### src/rtl/deq_pkg.sv
// ----------------------------------------------------------------------------
// deq_pkg
// Types and codes shared by the double-ended queue top level and its cells.
// ----------------------------------------------------------------------------
package deq_pkg;

    localparam int WORD_W      = 32;
    localparam int KIND_W      = 2;
    localparam int STATUS_W    = 2;
    localparam int FILL_W      = 5;
    localparam int OUT_TDATA_W = 40;
    localparam int OUT_PAD_W   = OUT_TDATA_W - WORD_W - STATUS_W - FILL_W;

    localparam logic [KIND_W-1:0] KIND_PUSH_FRONT = 2'd0;
    localparam logic [KIND_W-1:0] KIND_PUSH_BACK  = 2'd1;
    localparam logic [KIND_W-1:0] KIND_POP_FRONT  = 2'd2;
    localparam logic [KIND_W-1:0] KIND_POP_BACK   = 2'd3;

    localparam logic [STATUS_W-1:0] ST_DONE      = 2'd0;
    localparam logic [STATUS_W-1:0] ST_UNDERFLOW = 2'd1;
    localparam logic [STATUS_W-1:0] ST_OVERFLOW  = 2'd2;

    localparam logic [WORD_W-1:0] WORD_ALL_ONES = {WORD_W{1'b1}};

    // broadcast from the control to every cell
    typedef struct packed {
        logic              en;
        logic [KIND_W-1:0] kind;
        logic              tap_shift;
        logic [WORD_W-1:0] value;
    } deq_cmd_t;

    // what a cell shows its neighbors
    typedef struct packed {
        logic              occ;
        logic [WORD_W-1:0] data;
    } deq_link_t;

endpackage

### src/rtl/deq_cell.sv
// ----------------------------------------------------------------------------
// deq_cell
// One slot of the queue chain: a word, an occupied flag and a tap stage that
// carries a word popped from the back toward cell zero.
// ----------------------------------------------------------------------------
module deq_cell (
    input  logic                              aclk,
    input  logic                              aresetn,
    input  deq_pkg::deq_cmd_t                 cmd,
    input  deq_pkg::deq_link_t                left_in,
    input  deq_pkg::deq_link_t                right_in,
    input  logic [deq_pkg::WORD_W-1:0]        tap_in,
    output deq_pkg::deq_link_t                link_out,
    output logic [deq_pkg::WORD_W-1:0]        tap_out
);

    logic                       occ_reg;
    logic                       occ_next;
    logic [deq_pkg::WORD_W-1:0] data_reg;
    logic [deq_pkg::WORD_W-1:0] data_next;
    logic [deq_pkg::WORD_W-1:0] tap_reg;
    logic [deq_pkg::WORD_W-1:0] tap_next;

    always_comb begin
        occ_next  = occ_reg;
        data_next = data_reg;
        tap_next  = cmd.tap_shift ? tap_in : tap_reg;
        if (cmd.en) begin
            case (cmd.kind)
                deq_pkg::KIND_PUSH_FRONT: begin
                    occ_next  = left_in.occ;
                    data_next = left_in.data;
                end
                deq_pkg::KIND_PUSH_BACK: begin
                    // first free slot takes the word
                    if (!occ_reg && left_in.occ) begin
                        occ_next  = 1'b1;
                        data_next = cmd.value;
                    end
                end
                deq_pkg::KIND_POP_FRONT: begin
                    occ_next  = right_in.occ;
                    data_next = right_in.data;
                end
                deq_pkg::KIND_POP_BACK: begin
                    // tail slot frees itself and hands its word to the tap
                    if (occ_reg && !right_in.occ) begin
                        occ_next = 1'b0;
                        tap_next = data_reg;
                    end
                end
                default: begin
                end
            endcase
        end
    end

    always_ff @(posedge aclk) begin
        if (!aresetn) begin
            occ_reg <= 1'b0;
        end else begin
            occ_reg <= occ_next;
        end
    end

    always_ff @(posedge aclk) begin
        data_reg <= data_next;
        tap_reg  <= tap_next;
    end

    assign link_out.occ  = occ_reg;
    assign link_out.data = data_reg;
    assign tap_out       = tap_reg;

endmodule

### src/rtl/double_ended_queue_unit.sv
// ----------------------------------------------------------------------------
// double_ended_queue_unit
// Double-ended queue of signed 32-bit words in a shifting chain of DEPTH cells.
// ----------------------------------------------------------------------------
// Usage: the input stream carries one operation per transaction, the kind in
// s_tuser (0 push front, 1 push back, 2 pop front, 3 pop back) and the word to
// push in s_tdata. Every operation returns one transaction on the output
// stream with the popped word, a status (done, underflow, overflow) and the
// fill level after the operation.
// The front word always sits in cell zero; pushes and pops at the front shift
// the whole chain by one cell, a push at the back fills the first free cell.
// For push front, push back, pop front and any refused operation the result is
// in the output register the cycle after acceptance.
// A pop from the back travels from the tail cell to cell zero through the tap
// chain, one cell per cycle; once it reaches cell zero its result is loaded
// into the output register as soon as that register is free.
// One operation is in flight at a time; s_tready is low while a back pop is
// travelling or while the output register is full and m_tready is low.
// Reset empties the queue at once; no clearing pass is needed.
// ----------------------------------------------------------------------------
module double_ended_queue_unit #(
    parameter int DEPTH = 16
) (
    input  logic                                  aclk,
    input  logic                                  aresetn,
    // s_tdata: push_value[31:0]
    input  logic [deq_pkg::WORD_W-1:0]            s_tdata,
    // s_tuser: kind[1:0]
    input  logic [deq_pkg::KIND_W-1:0]            s_tuser,
    input  logic                                  s_tvalid,
    output logic                                  s_tready,
    // m_tdata: popped_value[31:0], status[33:32], fill_level[38:34], zero[39]
    output logic [deq_pkg::OUT_TDATA_W-1:0]       m_tdata,
    output logic                                  m_tvalid,
    input  logic                                  m_tready
);

    localparam int AW = $clog2(DEPTH);
    localparam int CW = $clog2(DEPTH + 1);

    localparam logic S_IDLE = 1'b0;
    localparam logic S_WAIT = 1'b1;

    logic                               state_reg;
    logic                               state_next;
    logic [CW-1:0]                      cnt_reg;
    logic [CW-1:0]                      cnt_next;
    logic [AW-1:0]                      wait_reg;
    logic [AW-1:0]                      wait_next;
    logic                               m_tvalid_reg;
    logic                               m_tvalid_next;
    logic [deq_pkg::OUT_TDATA_W-1:0]    m_tdata_reg;
    logic [deq_pkg::OUT_TDATA_W-1:0]    m_tdata_next;

    logic                               s_accept;
    logic                               out_free;
    logic                               is_push;
    logic                               full;
    logic                               empty;
    logic                               load_out;
    logic [deq_pkg::WORD_W-1:0]         popped;
    logic [deq_pkg::STATUS_W-1:0]       status;
    logic [CW+deq_pkg::FILL_W-1:0]      cnt_ext;
    logic [CW-1:0]                      cnt_less_one;

    deq_pkg::deq_cmd_t                  cmd;
    deq_pkg::deq_link_t                 link [DEPTH];
    logic [deq_pkg::WORD_W-1:0]         tap  [DEPTH];

    // chain of cells, cell zero holds the front word
    for (genvar i = 0; i < DEPTH; i++) begin : g_cell
        deq_pkg::deq_link_t         left_in;
        deq_pkg::deq_link_t         right_in;
        logic [deq_pkg::WORD_W-1:0] tap_in;

        if (i == 0) begin : g_first
            assign left_in.occ  = 1'b1;
            assign left_in.data = cmd.value;
        end else begin : g_mid_left
            assign left_in = link[i-1];
        end

        if (i == DEPTH - 1) begin : g_last
            assign right_in.occ  = 1'b0;
            assign right_in.data = '0;
            assign tap_in        = '0;
        end else begin : g_mid_right
            assign right_in = link[i+1];
            assign tap_in   = tap[i+1];
        end

        deq_cell u_cell (
            .aclk     (aclk),
            .aresetn  (aresetn),
            .cmd      (cmd),
            .left_in  (left_in),
            .right_in (right_in),
            .tap_in   (tap_in),
            .link_out (link[i]),
            .tap_out  (tap[i])
        );
    end

    assign out_free     = !m_tvalid_reg || m_tready;
    assign s_tready     = (state_reg == S_IDLE) && out_free;
    assign s_accept     = s_tvalid && s_tready;
    assign is_push      = (s_tuser == deq_pkg::KIND_PUSH_FRONT) ||
                          (s_tuser == deq_pkg::KIND_PUSH_BACK);
    assign full         = (cnt_reg == CW'(DEPTH));
    assign empty        = (cnt_reg == '0);
    assign cnt_less_one = cnt_reg - CW'(1);

    assign cmd.en        = s_accept && (is_push ? !full : !empty);
    assign cmd.kind      = s_tuser;
    assign cmd.value     = s_tdata;
    assign cmd.tap_shift = (state_reg == S_WAIT) && (wait_reg != '0);

    always_comb begin
        state_next    = state_reg;
        cnt_next      = cnt_reg;
        wait_next     = wait_reg;
        m_tvalid_next = m_tvalid_reg && !m_tready;
        load_out      = 1'b0;
        popped        = '0;
        status        = deq_pkg::ST_DONE;

        if (s_accept) begin
            if (is_push) begin
                load_out = 1'b1;
                if (full) begin
                    status = deq_pkg::ST_OVERFLOW;
                end else begin
                    cnt_next = cnt_reg + CW'(1);
                end
            end else if (empty) begin
                load_out = 1'b1;
                popped   = deq_pkg::WORD_ALL_ONES;
                status   = deq_pkg::ST_UNDERFLOW;
            end else if (s_tuser == deq_pkg::KIND_POP_FRONT) begin
                load_out = 1'b1;
                popped   = link[0].data;
                cnt_next = cnt_less_one;
            end else begin
                // tail sits at cell count-1, that many tap shifts to cell zero
                cnt_next   = cnt_less_one;
                wait_next  = cnt_less_one[AW-1:0];
                state_next = S_WAIT;
            end
        end

        if (state_reg == S_WAIT) begin
            if (wait_reg != '0) begin
                wait_next = wait_reg - AW'(1);
            end else if (out_free) begin
                load_out   = 1'b1;
                popped     = tap[0];
                state_next = S_IDLE;
            end
        end

        cnt_ext      = {{deq_pkg::FILL_W{1'b0}}, cnt_next};
        m_tdata_next = m_tdata_reg;
        if (load_out) begin
            m_tvalid_next = 1'b1;
            m_tdata_next  = {{deq_pkg::OUT_PAD_W{1'b0}},
                             cnt_ext[deq_pkg::FILL_W-1:0], status, popped};
        end
    end

    always_ff @(posedge aclk) begin
        if (!aresetn) begin
            state_reg    <= S_IDLE;
            cnt_reg      <= '0;
            wait_reg     <= '0;
            m_tvalid_reg <= 1'b0;
        end else begin
            state_reg    <= state_next;
            cnt_reg      <= cnt_next;
            wait_reg     <= wait_next;
            m_tvalid_reg <= m_tvalid_next;
        end
    end

    always_ff @(posedge aclk) begin
        m_tdata_reg <= m_tdata_next;
    end

    assign m_tvalid = m_tvalid_reg;
    assign m_tdata  = m_tdata_reg;

endmodule

### config.mk
export PLATFORM = sky130hd
export DESIGN_NAME = double_ended_queue_unit
export DESIGN_NICKNAME = d
export VERILOG_FILES = /design/src/rtl/deq_pkg.sv /design/src/rtl/deq_cell.sv /design/src/rtl/double_ended_queue_unit.sv
export SDC_FILE = /design/constraint.sdc
export NUM_CORES = 2
export LEC_CHECK = 0
export BUFFER_PORTS_ARGS = -buffer_cell sky130_fd_sc_hd__buf_4
export CAP_MARGIN = 20
export CORE_ASPECT_RATIO = 0.75
export CORE_MARGIN = 2
export CORE_UTILIZATION = 68
export DETAILED_ROUTE_END_ITERATION = 6
export PLACE_DENSITY = 0.85
export SLEW_MARGIN = 40
export SYNTH_ARGS = -nofsm -noshare
export SYNTH_HDL_FRONTEND = slang
export SYNTH_SLANG_ARGS = --single-unit
### constraint.sdc
create_clock -name aclk -period 10.76 [get_ports aclk]
set_input_delay 1.614 -clock aclk [delete_from_list [all_inputs] [get_ports aclk]]
set_output_delay 1.614 -clock aclk [all_outputs]
set_load 0.1 [all_outputs]
# Yosys cells after proc, flatten, opt, wreduce, memory -nomap -nowiden
# Index checks and enable logic that the tools add are counted.
[word_totals]
regBits = 1090
in_bits = 38
out_inout_bits = 42
elab_cells = 350
[op_classes]
addsub = 3
eq_ne = 35
mux = 178
n_bitwise = 1
reduce_logical = 79
[ops]
columns = ["op", "n"]
rows = [
  ["two-way mux 32 bit", 87],
  ["case mux 32 bit (3 select lines)", 16],
  ["AND reduction 3 bit", 30],
  ["!= test 2 x 1 -> 1 bit, second input constant", 30],
  ["case mux 1 bit (4 select lines)", 14],
  ["two-way mux 1 bit", 47],
  ["two-way mux 4 bit", 6],
  ["logical AND 1 bit", 20],
  ["two-way mux 5 bit", 4],
  ["zero test 1 bit", 19],
  ["case mux 1 bit (3 select lines)", 2],
  ["adder 5 x 1 -> 5 bit, second input constant", 1],
  ["== test 5 bit, second input constant", 1],
  ["zero test 5 bit", 1],
  ["subtractor 5 x 1 -> 5 bit, second input constant", 1],
  ["== test 2 bit, second input constant", 2],
  ["two-way mux 2 bit", 2],
  ["AND reduction 2 bit", 2],
  ["nonzero test 4 bit", 1],
  ["OR reduction 2 bit", 2],
  ["subtractor 4 x 1 -> 4 bit, second input constant", 1],
  ["nonzero test 3 bit", 1],
  ["== test 2 x 1 -> 1 bit, second input constant", 1],
  ["zero test 2 bit", 1],
  ["3 further kinds", 4],
]

# Logic depth before layout (Yosys ltp)
[logic_depth]
depth_word = 9
ltp_mapped = 11

# Hierarchy
# From an unflattened synthesis, not the netlist that was laid out.
[unflattened]
hier_cells = 5036
hier_area_um2 = 51962.3
[by_module_without_submodules]
columns = ["mod", "instances", "cells_per_inst", "area_per_inst_um2", "seq_area_each_um2"]
rows = [
  ["deq_cell", 16, 303, 3098.0, 1621.6],
  ["double_ended_queue_unit", 1, 188, 2394.8, 1391.3],
]

# Worst setup path after synthesis
# OpenSTA, ideal clock, no wires.
[synth_path]
path_kind = "input to output"
from = "in m_tready"
to = "out s_tready"
t_arrival_ps = 3143
required_time_ps = 9146
slack_ps = 6003
path_stages = 3
path_cell_list = "nor2b_1 -> buf_2 -> nor2_1"
[synth_via]
elab_chain_len = 2
[synth_rtl]
columns = ["element", "line", "rtl"]
rows = [
  ["start, declared", "double_ended_queue_unit.sv:35", "input logic m_tready"],
  ["logical OR 1 bit", "double_ended_queue_unit.sv:104", "assign out_free = !m_tvalid_reg || m_tready;"],
  ["logical AND 1 bit", "double_ended_queue_unit.sv:105", "assign s_tready = (state_reg == S_IDLE) && out_free;"],
  ["end, declared", "double_ended_queue_unit.sv:31", "output logic s_tready,"],
]
# No other way between the ends.

# Worst setup path in the final report
[layout_path]
from = "in s_tuser[0] (netlist name)"
to = "reg g_cell[0].u_cell.data_reg[12] (netlist name) (data pin)"
[layout_via]
elab_chain_len = 2
word_cells_on_any_way = 4
cone_classes = "eq/ne (2); mux (1); reduce/logical (1)"
[layout_rtl]
columns = ["element", "line", "rtl"]
rows = [
  ["start, declared", "double_ended_queue_unit.sv:29", "input logic [deq_pkg::KIND_W-1:0] s_tuser,"],
  ["== test 2 bit, or another cell as far along", "deq_cell.sv:29", "case (cmd.kind)"],
  ["case mux 32 bit (3 select lines) *", "deq_cell.sv:29", ""],
  ["end signal, assigned", "deq_cell.sv:67", "data_reg <= data_next;"],
  ["end, declared", "deq_cell.sv:19", "logic [deq_pkg::WORD_W-1:0] data_reg;"],
]
# Mark *: on every way between the ends. The rest lies on a longest branch, timed or not.
# A chain may end at the register's enable or synchronous reset.

==> metrics.txt <==
Final Net Count 4280; Total Routing Usage GR 0.318; worst rel slew slack 0.375; syn nets 4348; Setup crit end kind register; post-synthesis adder-cell area fraction 0.00175; buffer depth of the longest clock path 3; commonest non-fill, non-tap cells in the layout 873 x mux2_2, 551 x edfxtp_1, 539 x dfxtp_1; Final Slew Violations 0; Post-Synth Simple-Gate Area 0.142; final worst path period share 0.390; chip width between 300 and 400 µm; Slew @ Worst Pin 937 ps; Core ar. 73200 µm²; RSZ-0062 raised after global routing false; Max rail drop VDD 0.140 mV; count of input and output buffers between 70 and 80; DRT iter0 DRCs 4590; ys flop type edfxtp_1; DRT antenna net count 0; Row Count 86; sequential share of the synthesized area 0.546; Final Critical Period around 4200 ps; post_cts resized 0; number of global-route vias before repair about 33000; die area 75900 µm²; Core Util, Final 0.748; multiplexer share of the synthesized area 0.233; largest family of logic cells by synthesized area multiplexers; Hold Buf Count CTS 0; leak pwr between 0.02 and 0.025 µW; most common cell after layout, fill and taps aside mux2_2; routed vias/inst 6.46; antenna violations before repair 1; DRC Markers 0; min-delay worst type register to register; number of synthesized flops with an enable pin 551; final setup vio count 0; final wirelength around 120000 µm; Filler cells approximately 4400; Placer Congestion 0.813; crit-path max FO 132; post-synth cell types 58; critical path startpoint category input port; drt wl/cell about 23 µm; CTS tree done; CTS sink cnt about 1100; Antenna Cells 0; flop2flop setup slack 6730 ps; CP required roughly 11000 ps; Seq cells post-synth 1090; grt ovf 0; worst path arrival time 4600 ps; first-pass GRT wire length 191000 µm; Clock Pin Slew Worst Setup and Hold Paths 70 ps; clk_lat worst skew 660 ps; post-DP HPWL 74600 µm; CTS Buf Count 100; Post-Syn Area per Cell 11.6 µm²; CTS H-tree depth 3; setup_tns 0 ps; Fin. Hold Viols 0; P per Cell Area 216 nW/µm²; synth-to-layout area growth 9.33%; status finished, final reports clean; Pre-antenna DRT Iters 7; Die Span Y 239 µm; xor and xnor area share after synthesis 0.000874; Max-Cap Viols 0; kind of critical path input port to register; clk root buf clkbuf_16; synthesized area 50100 µm²; I/O Pins 80; ys async rst share 0; Post-CTS Setup Repair Bufs 0; pin count of the biggest net entering global routing 265; clock skew 21.7 ps; synth warn 0; Compound-Gate Fraction of Synth Area 0.0412; DR vias 34100; Post-Synthesis Cells 4303; layout cells sized above 1 0.297; Max Fclk 238 MHz; Starting Density 0.684
[layout make-up]
cell class              instances  area [µm²]  share of cell area
flip-flops and latches       1090       27300               0.499
multi-input cells            2828       21200               0.387
clock buffers                 149        2890              0.0528
repair buffers                155        1560              0.0284
well taps                     968        1210              0.0221
clock inverters                35         350             0.00640
inverters                      60         225             0.00411
[layer usage]
| layer | GRT usage | share of wire | vias to the layer above |
|---|---|---|---|
| met5 | 0 | 0.00011 | - |
| met4 | 0.0757 | 0.020 | 2 |
| met3 | 0.0553 | 0.099 | 214 |
| met2 | 0.463 | 0.44 | 1867 |
| met1 | 0.494 | 0.45 | 16700 |
| li1 | - | - | 15300 |
[through the flow]
step                power [µW]  worst slack, ps  hold WS (ps)  cell area, µm²  std cells
CTS                      11800             6400           460           54700       5283
global route             12300             6460           479           54800       5285
finish                   11800             6560           458           54800       5285
floorplan                 7540             6000           436           50100       4303
global placement          8080             5980           445           51000       5078
detailed placement        8280             5800           452           51500       5099
[report_power, final]
group          internal (µW)  total, µW  switching, µW
clock                   2020       3570           1550
sequential              5310       5840            526
combinational           1050       2440           1400
[cell usage after synthesis, drive strengths merged (4+ instances only)]
cell type | instances | area (µm²)
mux2 | 952 | 10900
nand2 | 304 | 1140
nand3 | 531 | 2660
dfxtp | 539 | 10800
a21oi | 241 | 1210
a32o | 13 | 130
and2 | 4 | 25.0
o21ai | 74 | 370
nand4 | 29 | 322
ha | 7 | 87.6
a2bb2oi | 13 | 114
buf | 142 | 870
nor2b | 36 | 225
nand2b | 267 | 1670
nor2 | 216 | 827
and3 | 5 | 31.3
inv | 60 | 225
nor3 | 8 | 40.0
mux2i | 73 | 731
clkbuf | 183 | 687
a21boi | 12 | 90.1
edfxtp | 551 | 16500
[worst paths after layout]
path / from / endpoint / cells past startpoint
min: g_cell[15].u_cell.tap_out[16]$_DFF_P_ / g_cell[15].u_cell.tap_out[16]$_DFF_P_ / 2
max: s_tuser[0] / g_cell[0].u_cell.data_reg[12]$_DFFE_PP_ / 7
max reg2reg: wait_reg[0]$_SDFF_PN0_ / g_cell[13].u_cell.tap_out[30]$_DFF_P_ / 9
min reg2reg: g_cell[15].u_cell.tap_out[16]$_DFF_P_ / g_cell[15].u_cell.tap_out[16]$_DFF_P_ / 2
[cell families (layout without fill, tap and decap cells)]
logic type,after synthesis,after routing
buffers and inverters,385,399
and+or+nand+nor,1418,1418
AOI/OAI and AO/OA,372,372
xor gates and xnor gates,5,5
DFF,1090,1090
other,1,1
muxes,1025,1025
adders and majority gates,7,7
[worst max-delay path, stage by stage]
cell	delay, ps
buf_4	120
inv_1	150
ha_4	680
buf_4	650
buf_12	400
buf_16	490
mux2_2	400
(Power assumes the default switching activity.)
